[config.mk]
export PLATFORM = sky130hd
export DESIGN_NAME = circular_trimmed_mean_filter_flat
export DESIGN_NICKNAME = d
export VERILOG_FILES = /design/src/rtl/core/ctmf_pkg.sv /design/src/rtl/core/ctmf_if.sv /design/src/rtl/core/ctmf_queue.sv /design/src/rtl/core/ctmf_front.sv /design/src/rtl/core/ctmf_back.sv /design/src/rtl/core/circular_trimmed_mean_filter.sv /design/src/flat_wrapper.sv
export SDC_FILE = /design/constraint.sdc
export NUM_CORES = 2
export LEC_CHECK = 0
export BUFFER_PORTS_ARGS = -buffer_cell sky130_fd_sc_hd__buf_2
export CAP_MARGIN = 20
export CORE_MARGIN = 2
export CORE_UTILIZATION = 50
export DETAILED_ROUTE_END_ITERATION = 10
export GPL_TIMING_DRIVEN = 0
export PLACE_DENSITY = 0.69
export SYNTH_ARGS = -nofsm -noshare
export SYNTH_HDL_FRONTEND = slang
export SYNTH_HIERARCHICAL = 1
export SYNTH_SLANG_ARGS = --single-unit
[constraint.sdc]
create_clock -name clk -period 14.2 [get_ports clk]
set_input_delay 0.71 -clock clk [delete_from_list [all_inputs] [get_ports clk]]
set_output_delay 0.71 -clock clk [all_outputs]
set_load 0.02 [all_outputs]
[src/rtl/core/ctmf_pkg.sv]
`default_nettype none
// ----------------------------------------------------------------------------
// ctmf_pkg
// Shared widths and types for the circular trimmed mean filter.
// ----------------------------------------------------------------------------
package ctmf_pkg;

  // fixed field widths of the channels
  localparam int SAMPLE_W = 18;
  localparam int MEAN_W   = 17;

  // status of the job queue between front and back
  typedef struct packed {
    logic full;
    logic empty;
  } ctmf_q_stat_t;

endpackage : ctmf_pkg
`default_nettype wire

[src/rtl/core/ctmf_if.sv]
`default_nettype none
// ----------------------------------------------------------------------------
// ctmf channel interfaces
// Valid/ready channels for angle samples and trimmed mean results.
// ----------------------------------------------------------------------------

// sample channel
interface ctmf_in_if import ctmf_pkg::*; ();
  logic                       valid;
  logic                       ready;
  logic signed [SAMPLE_W-1:0] angle_sample;

  modport source (output valid, output angle_sample, input ready);
  modport sink   (input valid, input angle_sample, output ready);
endinterface : ctmf_in_if

// result channel
interface ctmf_out_if import ctmf_pkg::*; ();
  logic                     valid;
  logic                     ready;
  logic signed [MEAN_W-1:0] mean_angle;
  logic                     fold_applied;

  modport source (output valid, output mean_angle, output fold_applied, input ready);
  modport sink   (input valid, input mean_angle, input fold_applied, output ready);
endinterface : ctmf_out_if
`default_nettype wire

[src/rtl/core/ctmf_queue.sv]
`default_nettype none
// ----------------------------------------------------------------------------
// ctmf_queue
// Small register queue carrying trimmed-sum jobs from front to back.
// ----------------------------------------------------------------------------
module ctmf_queue import ctmf_pkg::*; #(
  parameter int DATA_W = 22,
  parameter int DEPTH  = 2
) (
  input  wire logic              clk,
  input  wire logic              rst,
  input  wire logic              push,
  input  wire logic [DATA_W-1:0] push_data,
  input  wire logic              pop,
  output logic      [DATA_W-1:0] pop_data,
  output ctmf_q_stat_t           stat
);

  localparam int PTR_W = (DEPTH > 1) ? $clog2(DEPTH) : 1;
  localparam int CNT_W = $clog2(DEPTH + 1);

  logic [DATA_W-1:0] entries [DEPTH];
  logic [PTR_W-1:0]  wr_ptr;
  logic [PTR_W-1:0]  rd_ptr;
  logic [CNT_W-1:0]  count;

  // status toward both sides
  assign stat.full  = (count == CNT_W'(DEPTH));
  assign stat.empty = (count == '0);
  assign pop_data   = entries[rd_ptr];

  // entry storage
  always_ff @(posedge clk) begin
    if (push && !stat.full) begin
      entries[wr_ptr] <= push_data;
    end
  end

  // pointers and fill count
  always_ff @(posedge clk) begin
    if (rst) begin
      wr_ptr <= '0;
      rd_ptr <= '0;
      count  <= '0;
    end else begin
      if (push && !stat.full) begin
        wr_ptr <= (wr_ptr == PTR_W'(DEPTH - 1)) ? '0 : wr_ptr + 1'b1;
      end
      if (pop && !stat.empty) begin
        rd_ptr <= (rd_ptr == PTR_W'(DEPTH - 1)) ? '0 : rd_ptr + 1'b1;
      end
      if ((push && !stat.full) && !(pop && !stat.empty)) begin
        count <= count + 1'b1;
      end else if (!(push && !stat.full) && (pop && !stat.empty)) begin
        count <= count - 1'b1;
      end
    end
  end

endmodule : ctmf_queue
`default_nettype wire

[src/rtl/core/ctmf_front.sv]
`default_nettype none
// ----------------------------------------------------------------------------
// ctmf_front
// Accepts samples, keeps the window and its sorted image, tests the fold
// and accumulates the trimmed sum in rotated order.
// ----------------------------------------------------------------------------
module ctmf_front import ctmf_pkg::*; #(
  parameter int WINDOW_DEPTH = 16,
  parameter int TRIM_COUNT   = 4,
  parameter int ANGLE_BITS   = 16,
  parameter int SUM_W        = ANGLE_BITS + 1 + $clog2(WINDOW_DEPTH)
) (
  input  wire logic         clk,
  input  wire logic         rst,
  ctmf_in_if.sink           sample_ch,
  input  ctmf_q_stat_t      q_stat,
  output logic              push,
  output logic [SUM_W:0]    push_data
);

  localparam int IDX_W = $clog2(WINDOW_DEPTH);

  localparam logic [1:0] ST_IDLE = 2'd0;
  localparam logic [1:0] ST_FOLD = 2'd1;
  localparam logic [1:0] ST_SCAN = 2'd2;
  localparam logic [1:0] ST_PUSH = 2'd3;

  localparam logic signed [ANGLE_BITS-1:0] NEG_HALF = {2'b11, {(ANGLE_BITS-2){1'b0}}};
  localparam logic signed [ANGLE_BITS-1:0] POS_HALF = {2'b01, {(ANGLE_BITS-2){1'b0}}};
  localparam logic signed [SUM_W-1:0]      TWO_PI   =
    {{(SUM_W-ANGLE_BITS-1){1'b0}}, 1'b1, {ANGLE_BITS{1'b0}}};

  logic [1:0]                   state;
  logic                         accept;

  // window memory with per-entry valid bits
  logic signed [ANGLE_BITS-1:0] win [WINDOW_DEPTH];
  logic [WINDOW_DEPTH-1:0]      win_vld;
  logic [IDX_W-1:0]             slot;
  logic signed [ANGLE_BITS-1:0] old_q;

  // sorted image of the window
  logic signed [ANGLE_BITS-1:0] sorted [WINDOW_DEPTH];
  logic signed [ANGLE_BITS-1:0] ins    [WINDOW_DEPTH];
  logic signed [ANGLE_BITS-1:0] trimmed[WINDOW_DEPTH];
  logic [WINDOW_DEPTH-1:0]      ge;
  logic [WINDOW_DEPTH-1:0]      lt;
  logic signed [ANGLE_BITS-1:0] x;
  logic signed [63:0]           sample_ext;

  // fold test
  logic [WINDOW_DEPTH-1:0]      neg;
  logic                         fold_c;
  logic [IDX_W-1:0]             rot_c;
  logic                         fold_r;
  logic [IDX_W-1:0]             rot_r;

  // trimmed sum
  logic [IDX_W-1:0]             cnt;
  logic [IDX_W:0]               rank;
  logic                         keep_hit;
  logic signed [SUM_W-1:0]      term;
  logic signed [SUM_W-1:0]      acc;

  assign sample_ch.ready = (state == ST_IDLE);
  assign accept          = sample_ch.valid && sample_ch.ready;

  // wrap into the angle width
  assign sample_ext = 64'(sample_ch.angle_sample);
  assign x          = sample_ext[ANGLE_BITS-1:0];

  // remove the oldest value, then insert the new one
  always_comb begin
    for (int i = 0; i < WINDOW_DEPTH; i++) begin
      ge[i] = (sorted[i] >= old_q);
    end
    for (int i = 0; i < WINDOW_DEPTH; i++) begin
      if (i < WINDOW_DEPTH - 1) begin
        trimmed[i] = ge[i] ? sorted[i+1] : sorted[i];
        lt[i]      = (trimmed[i] < x);
      end else begin
        trimmed[i] = sorted[i];
        lt[i]      = 1'b0;
      end
    end
    for (int i = 0; i < WINDOW_DEPTH; i++) begin
      if (i == 0) begin
        ins[i] = lt[i] ? trimmed[i] : x;
      end else begin
        ins[i] = lt[i] ? trimmed[i] : (lt[i-1] ? x : trimmed[i-1]);
      end
    end
  end

  // seam test and rotation point
  always_comb begin
    for (int i = 0; i < WINDOW_DEPTH; i++) begin
      neg[i] = (sorted[i] < NEG_HALF);
    end
    fold_c = neg[0] && (sorted[WINDOW_DEPTH-1] > POS_HALF);
    rot_c  = '0;
    for (int i = 1; i < WINDOW_DEPTH; i++) begin
      if (neg[i-1] && !neg[i]) begin
        rot_c = rot_c | IDX_W'(i);
      end
    end
    if (!fold_c) begin
      rot_c = '0;
    end
  end

  // rank of the element at the head of the rotating image
  always_comb begin
    if (cnt >= rot_r) begin
      rank = {1'b0, cnt} - {1'b0, rot_r};
    end else begin
      rank = {1'b0, cnt} + (IDX_W+1)'(WINDOW_DEPTH) - {1'b0, rot_r};
    end
    keep_hit = (int'(rank) >= TRIM_COUNT) &&
               (int'(rank) <= WINDOW_DEPTH - 1 - TRIM_COUNT);
    term = SUM_W'(sorted[0]);
    if (fold_r && neg[0]) begin
      term = term + TWO_PI;
    end
  end

  assign push      = (state == ST_PUSH) && !q_stat.full;
  assign push_data = {fold_r, acc};

  // window memory
  always_ff @(posedge clk) begin
    if (accept) begin
      win[slot] <= x;
    end
  end

  // valid bits, slot and oldest-value read
  always_ff @(posedge clk) begin
    if (rst) begin
      win_vld <= '0;
      slot    <= '0;
      old_q   <= '0;
    end else begin
      old_q <= win_vld[slot] ? win[slot] : '0;
      if (accept) begin
        win_vld[slot] <= 1'b1;
        slot          <= (slot == IDX_W'(WINDOW_DEPTH - 1)) ? '0 : slot + 1'b1;
      end
    end
  end

  // sorted image: insert on accept, rotate during the scan
  always_ff @(posedge clk) begin
    if (rst) begin
      for (int i = 0; i < WINDOW_DEPTH; i++) begin
        sorted[i] <= '0;
      end
    end else if (accept) begin
      for (int i = 0; i < WINDOW_DEPTH; i++) begin
        sorted[i] <= ins[i];
      end
    end else if (state == ST_SCAN) begin
      for (int i = 0; i < WINDOW_DEPTH - 1; i++) begin
        sorted[i] <= sorted[i+1];
      end
      sorted[WINDOW_DEPTH-1] <= sorted[0];
    end
  end

  // sequencer
  always_ff @(posedge clk) begin
    if (rst) begin
      state <= ST_IDLE;
    end else begin
      unique case (state)
        ST_IDLE: begin
          if (accept) state <= ST_FOLD;
        end
        ST_FOLD: begin
          state <= ST_SCAN;
        end
        ST_SCAN: begin
          if (cnt == IDX_W'(WINDOW_DEPTH - 1)) state <= ST_PUSH;
        end
        ST_PUSH: begin
          if (!q_stat.full) state <= ST_IDLE;
        end
        default: state <= ST_IDLE;
      endcase
    end
  end

  // scan datapath
  always_ff @(posedge clk) begin
    if (state == ST_FOLD) begin
      fold_r <= fold_c;
      rot_r  <= rot_c;
      cnt    <= '0;
      acc    <= '0;
    end else if (state == ST_SCAN) begin
      cnt <= cnt + 1'b1;
      if (keep_hit) begin
        acc <= acc + term;
      end
    end
  end

endmodule : ctmf_front
`default_nettype wire

[src/rtl/core/ctmf_back.sv]
`default_nettype none
// ----------------------------------------------------------------------------
// ctmf_back
// Divides each trimmed sum by the kept count through a reciprocal multiply
// and holds the result in the output register.
// ----------------------------------------------------------------------------
module ctmf_back import ctmf_pkg::*; #(
  parameter int WINDOW_DEPTH = 16,
  parameter int TRIM_COUNT   = 4,
  parameter int ANGLE_BITS   = 16,
  parameter int SUM_W        = ANGLE_BITS + 1 + $clog2(WINDOW_DEPTH)
) (
  input  wire logic           clk,
  input  wire logic           rst,
  input  wire logic [SUM_W:0] job,
  input  ctmf_q_stat_t        q_stat,
  output logic                pop,
  ctmf_out_if.source          result_ch
);

  localparam int KEEP    = WINDOW_DEPTH - 2 * TRIM_COUNT;
  localparam int DIV     = (KEEP > 0) ? KEEP : 1;
  localparam int QW      = ANGLE_BITS;
  localparam int SHIFT   = SUM_W + $clog2(DIV);
  localparam int RECIP_W = SHIFT + 1;
  localparam int PROD_W  = SUM_W + RECIP_W;

  // reciprocal of the kept count, rounded up, exact over the whole sum range
  localparam logic [63:0]        RECIP_64 = ((64'd1 << SHIFT) + 64'(DIV - 1)) / 64'(DIV);
  localparam logic [RECIP_W-1:0] RECIP    = RECIP_64[RECIP_W-1:0];

  localparam logic [1:0] BK_IDLE = 2'd0;
  localparam logic [1:0] BK_MUL  = 2'd1;
  localparam logic [1:0] BK_DONE = 2'd2;

  logic [1:0]              state;
  logic signed [SUM_W-1:0] job_sum;
  logic [SUM_W-1:0]        mag;
  logic [SUM_W-1:0]        mag_r;
  logic [PROD_W-1:0]       prod;
  logic [QW-1:0]           dq;
  logic                    neg_r;
  logic                    fold_r;
  logic signed [QW:0]      quot;
  logic signed [63:0]      quot_ext;
  logic                    out_free;

  assign job_sum = job[SUM_W-1:0];
  assign mag     = job_sum[SUM_W-1] ? SUM_W'(-job_sum) : SUM_W'(job_sum);
  assign pop     = (state == BK_IDLE) && !q_stat.empty;

  // quotient magnitude from the scaled product
  assign dq = prod[SHIFT +: QW];

  // signed quotient, truncated toward zero
  assign quot     = neg_r ? -$signed({1'b0, dq}) : $signed({1'b0, dq});
  assign quot_ext = 64'(quot);
  assign out_free = !result_ch.valid || result_ch.ready;

  // sequencer
  always_ff @(posedge clk) begin
    if (rst) begin
      state <= BK_IDLE;
    end else begin
      unique case (state)
        BK_IDLE: begin
          if (!q_stat.empty) state <= BK_MUL;
        end
        BK_MUL: begin
          state <= BK_DONE;
        end
        BK_DONE: begin
          if (out_free) state <= BK_IDLE;
        end
        default: state <= BK_IDLE;
      endcase
    end
  end

  // divider datapath
  always_ff @(posedge clk) begin
    if (pop) begin
      mag_r  <= mag;
      neg_r  <= job_sum[SUM_W-1];
      fold_r <= job[SUM_W];
    end else if (state == BK_MUL) begin
      prod <= PROD_W'(mag_r) * PROD_W'(RECIP);
    end
  end

  // output register valid
  always_ff @(posedge clk) begin
    if (rst) begin
      result_ch.valid <= 1'b0;
    end else if (state == BK_DONE && out_free) begin
      result_ch.valid <= 1'b1;
    end else if (result_ch.ready) begin
      result_ch.valid <= 1'b0;
    end
  end

  // output register payload
  always_ff @(posedge clk) begin
    if (state == BK_DONE && out_free) begin
      result_ch.mean_angle   <= quot_ext[MEAN_W-1:0];
      result_ch.fold_applied <= fold_r;
    end
  end

endmodule : ctmf_back
`default_nettype wire

[src/rtl/core/circular_trimmed_mean_filter.sv]
`default_nettype none
// ----------------------------------------------------------------------------
// circular_trimmed_mean_filter
// Sliding-window trimmed mean of angles with a fold at the +-pi seam.
// ----------------------------------------------------------------------------
//
//  channel     dir   beat fields                      role
//  sample_ch   sink  angle_sample (18 signed)         one angle per beat
//  result_ch   src   mean_angle (17 signed),          one mean per sample beat
//                    fold_applied (1)
//
//  The front takes no new sample until it is through with the last one:
//  an insert, a fold test, a trimmed-sum accumulation over the rotating
//  sorted window, and a queue push that waits while the queue is full.
//  The back takes three steps per job (pop, reciprocal multiply for the
//  kept-count divide, result load), overlapping the next front job through
//  a two-entry job queue.
//  Reset is synchronous; the window reads as zero until written, no clearing pass.
//  A stalled result holds in the output register; the queue absorbs two jobs
//  before the front stops taking samples.
//
module circular_trimmed_mean_filter import ctmf_pkg::*; #(
  parameter int WINDOW_DEPTH = 16,
  parameter int TRIM_COUNT   = 4,
  parameter int ANGLE_BITS   = 16
) (
  input  wire logic   clk,
  input  wire logic   rst,
  ctmf_in_if.sink     sample_ch,
  ctmf_out_if.source  result_ch
);

  localparam int SUM_W = ANGLE_BITS + 1 + $clog2(WINDOW_DEPTH);

  logic           push;
  logic [SUM_W:0] push_data;
  logic           pop;
  logic [SUM_W:0] pop_data;
  ctmf_q_stat_t   q_stat;

  // sample intake, sorting and trimmed sum
  ctmf_front #(
    .WINDOW_DEPTH (WINDOW_DEPTH),
    .TRIM_COUNT   (TRIM_COUNT),
    .ANGLE_BITS   (ANGLE_BITS),
    .SUM_W        (SUM_W)
  ) u_front (
    .clk       (clk),
    .rst       (rst),
    .sample_ch (sample_ch),
    .q_stat    (q_stat),
    .push      (push),
    .push_data (push_data)
  );

  // job queue
  ctmf_queue #(
    .DATA_W (SUM_W + 1),
    .DEPTH  (2)
  ) u_queue (
    .clk       (clk),
    .rst       (rst),
    .push      (push),
    .push_data (push_data),
    .pop       (pop),
    .pop_data  (pop_data),
    .stat      (q_stat)
  );

  // division and result register
  ctmf_back #(
    .WINDOW_DEPTH (WINDOW_DEPTH),
    .TRIM_COUNT   (TRIM_COUNT),
    .ANGLE_BITS   (ANGLE_BITS),
    .SUM_W        (SUM_W)
  ) u_back (
    .clk       (clk),
    .rst       (rst),
    .job       (pop_data),
    .q_stat    (q_stat),
    .pop       (pop),
    .result_ch (result_ch)
  );

endmodule : circular_trimmed_mean_filter
`default_nettype wire

[src/flat_wrapper.sv]
// flat-port wrapper written by rule: the top's interface ports become plain ports
module circular_trimmed_mean_filter_flat import ctmf_pkg::*;
#(
  parameter int WINDOW_DEPTH = 16,
  parameter int TRIM_COUNT   = 4,
  parameter int ANGLE_BITS   = 16
)
  (clk, rst, sample_ch_valid, sample_ch_angle_sample, sample_ch_ready, result_ch_valid, result_ch_mean_angle, result_ch_fold_applied, result_ch_ready);
  ctmf_in_if sample_ch_i ();
  ctmf_out_if result_ch_i ();
  input  wire logic clk;
  input  wire logic rst;
  input wire logic [$bits(sample_ch_i.valid)-1:0] sample_ch_valid;
  input wire logic [$bits(sample_ch_i.angle_sample)-1:0] sample_ch_angle_sample;
  output wire logic [$bits(sample_ch_i.ready)-1:0] sample_ch_ready;
  output wire logic [$bits(result_ch_i.valid)-1:0] result_ch_valid;
  output wire logic [$bits(result_ch_i.mean_angle)-1:0] result_ch_mean_angle;
  output wire logic [$bits(result_ch_i.fold_applied)-1:0] result_ch_fold_applied;
  input wire logic [$bits(result_ch_i.ready)-1:0] result_ch_ready;
  assign sample_ch_i.valid = sample_ch_valid;
  assign sample_ch_i.angle_sample = sample_ch_angle_sample;
  assign sample_ch_ready = sample_ch_i.ready;
  assign result_ch_valid = result_ch_i.valid;
  assign result_ch_mean_angle = result_ch_i.mean_angle;
  assign result_ch_fold_applied = result_ch_i.fold_applied;
  assign result_ch_i.ready = result_ch_ready;
  circular_trimmed_mean_filter #(.WINDOW_DEPTH(WINDOW_DEPTH), .TRIM_COUNT(TRIM_COUNT), .ANGLE_BITS(ANGLE_BITS)) u_core (.clk(clk), .rst(rst), .sample_ch(sample_ch_i), .result_ch(result_ch_i));
endmodule
==> impl_metrics.tcl <==
set metrics [dict create \
    dieArea_sq_um 94300 \
    period_needed_ns 7.63 \
    path_class "flop to flop" \
    min_period_over_period_pct 53.7 \
    report.final.hold_viol_count 0 \
    area_growth_syn_to_layout_pct 11.8 \
    pin_count 42 \
    die_w_microns 307 \
    fin_ws_ns 6.57 \
    clock_power_share_pct 14.1 \
    crit_path_frequent_cell "a21o_1" \
    multiInputGateArea_sq_um 24900 \
    cpMaxStageDelayCell "inv_1" \
    power.total_mw 14.3 \
    seqPwrFrac_pct 24.2 \
    crit_required_ns 14.69 \
    ir_drop_mv 0.119 \
    first_global_vias 35771 \
    slew_violations 0 \
    pwr_density_cell_nw_per_um2 279 \
    utilization_pct 56.2 \
    power_frac_comb_pct 61.7 \
    first_pass_iters 6 \
    clkTransAtPathRegs_ns 0.07 \
    crit_fanout 15 \
    routed_via_density 6.73 \
    relSlewSlack_pct 18.0 \
    synth_nets 4558 \
    cp-start-kind "flop" \
    wl_per_cell_microns 27.4 \
    worst-path-buf-inv 3 \
    drc 0 \
    nets 4733 \
    antenna_found_initial 0 \
    cts_setup_buffers 0 \
    netlist_area_sq_um 45900 \
    drive_gt1_share_pct 14.5 \
    cts_tree "built" \
    syn_avg_cell_area_sq_um 11.4 \
    placed_cell_area_sq_um 48800 \
    cp_slowest_stage_delay_ns 0.88 \
    report.final.setup_viol 0 \
    drv_cap 0 \
    leakagePower_nw 20.1 \
    h-tree-depth 3 \
    wirelength_microns 149000 \
    crit_family "compound AO/OA/AOI/OAI gates" \
    final_cells 5451 \
    syn_inst 4032 \
    clk_path_buf_depth 3 \
    pre_cts_ws_ns 6.80 \
    synth-warning-count 6 \
    ff2ff_setup_slack_ns 6.57 \
    register_area_sq_um 19800 \
    insertion_delay_ns 0.66 \
    holdWs_ns 0.330 \
    dr_total_vias 36700 \
    rows 111 \
    hpwl_microns 111000 \
    die_height_microns 307 \
    grt_pass1_wl_microns 223000 \
    critPathCaptureType "flop" \
    skew_ns 0.0382 \
    grt-ovfl-total 0 \
    postCtsResizedCells 0 \
    fillCellCount 7588 \
    cts_sinks 682 \
    initial_core_util_pct 50.3 \
    crit_arrival_ns 8.12 \
    grt_util_all_layers_pct 31.3 \
    cp_cell_sequence "inv_1 -> ha_1 -> nor2b_1 -> o211ai_1 -> a2111oi_0 -> a2111oi_0 -> mux2i_1 -> clkbuf_1 -> mux2_2 -> ha_1 -> a21o_1 -> a21o_1 -> a21o_1 -> a21o_1 -> a21o_1 -> a211o_1 -> o31a_1 -> o31a_1 -> nor3_2 -> buf_2 -> a221o_1" \
    final_cell_area_sq_um 51400 \
    hold_buffers 0 \
    ant_nets 0 \
    fin_tns_setup_ns 0 \
    max_freq_mhz 131 \
    switchingPower_mw 6.69 \
    internal_power_mw 7.62 \
    min-delay-path-class "input pin to flop" \
    status "finished, final reports clean" \
    cts_buffers 77 \
    worstMarginPinSlew_ns 1.23 \
    place_congestion 0.964 \
    core_area_sq_um 91400 \
    root_buffer "clkbuf_16" \
    grt_max_degree 69 \
    numPortBuffers 39 \
    rsz0062_at_grt "no" \
    placed_cells 5310 \
    drt-initial-drc-count 3927 \
    swShare_pct 46.8 \
]
==> layer usage <==
metal	wire (microns)	part of all wire [%]	global-route usage (%)	vias to the layer above
li1	-	-	-	16267
met1	60200	40	42.0	17988
met2	65100	44	47.5	1985
met3	15400	10	6.82	460
met4	8480	5.7	16.4	0
met5	0	0	0	-
==> worst paths after layout <==
kind / start / to / cells past startpoint
worst max-delay path: u_core/u_front/old_q[1]$_SDFF_PP0_ / u_core/u_front/sorted[0][157]$_DFFE_PP_ / 21
worst min-delay path: rst / u_core/u_queue/wr_ptr$_SDFFE_PP0P_ / 2
worst max register to register: u_core/u_front/old_q[1]$_SDFF_PP0_ / u_core/u_front/sorted[0][157]$_DFFE_PP_ / 21
worst min register to register: u_core/u_back/mag_r[9]$_DFFE_PP_ / u_core/u_back/prod[30]$_DFFE_PP_ / 0
==> power groups by stage <==
stage / clock network, mW / registers, mW / logic [mW]
4_1_cts: 2.04 / 3.43 / 8.61
6_report: 2.02 / 3.47 / 8.83
2_1_floorplan: 0 / 3.23 / 6.41
3_5_place_dp: 0 / 3.47 / 8.55
3_3_place_gp: 0 / 3.50 / 8.25
5_1_grt: 2.12 / 3.50 / 9.60
==> final cells by class <==
type                            count  share of cell area (%)
Clock inverter                     41                   0.972
Sequential cell                   682                    38.5
Buffer                            215                    1.68
Clock buffer                       95                    3.92
Tap cell                         1186                    2.89
Multi-Input combinational cell   2997                    48.4
Inverter                          138                    1.01
Antenna cell                        1                 0.00487
Timing Repair Buffer               96                    2.59
==> layout by cell type, fill, tap and decap left out, types with 18 or more instances in the layout <==
| cell | instances |
|---|---|
| nand4_1 | 84 |
| clkbuf_16 | 77 |
| a211oi_1 | 19 |
| a32oi_1 | 71 |
| edfxtp_1 | 611 |
| mux2_2 | 238 |
| nor3_1 | 48 |
| a21o_1 | 100 |
| nand2_1 | 224 |
| inv_1 | 132 |
| o21ai_0 | 256 |
| a221o_1 | 51 |
| mux4_2 | 85 |
| o2111ai_1 | 19 |
| buf_1 | 22 |
| xnor2_1 | 44 |
| o211a_1 | 18 |
| nand2b_1 | 45 |
| and2_1 | 24 |
| a31oi_1 | 32 |
| ha_1 | 502 |
| nor3b_1 | 19 |
| o31ai_1 | 34 |
| nand3_1 | 44 |
| dfxtp_1 | 71 |
| buf_16 | 26 |
| buf_8 | 19 |
| o22ai_1 | 26 |
| clkbuf_1 | 177 |
| o211ai_1 | 48 |
| a21oi_1 | 238 |
| and3_1 | 39 |
| buf_2 | 62 |
| mux2i_1 | 180 |
| nor2b_1 | 38 |
| nor2_1 | 199 |
==> worst reg2reg max path: stages, from the launching register on <==
cell       delay [ns]
dfxtp_1          0.30
inv_1            0.88
ha_1             0.41
nor2b_1          0.13
o211ai_1         0.22
a2111oi_0        0.15
a2111oi_0        0.53
mux2i_1          0.78
clkbuf_1         0.56
mux2_2           0.46
ha_1             0.31
a21o_1           0.18
a21o_1           0.17
a21o_1           0.18
a21o_1           0.18
a21o_1           0.17
a211o_1          0.34
o31a_1           0.34
o31a_1           0.17
nor3_2           0.46
buf_2            0.35
a221o_1          0.20
==> flip-flops by register name, indices dropped and copies added (netlist names), 2 cells and up, named ones only <==
| name | flops |
|---|---|
| u_core/u_front/state | 2 |
| u_core/u_front/cnt | 4 |
| u_core/u_back/state | 2 |
| u_core/u_back/prod | 16 |
| u_core/u_front/sorted | 256 |
| u_core/u_queue/count | 2 |
| u_core/u_front/acc | 21 |
| u_core/u_front/slot | 4 |
| u_core/u_back/result_ch.mean_angle | 17 |
| u_core/u_front/win_vld | 16 |
| u_core/u_front/old_q | 16 |
| u_core/u_front/rot_r | 4 |
| u_core/u_back/mag_r | 16 |
| u_core/u_queue/entries | 42 |
| u_core/u_front/win | 256 |
Note: power is estimated with default switching activity, not from simulation.
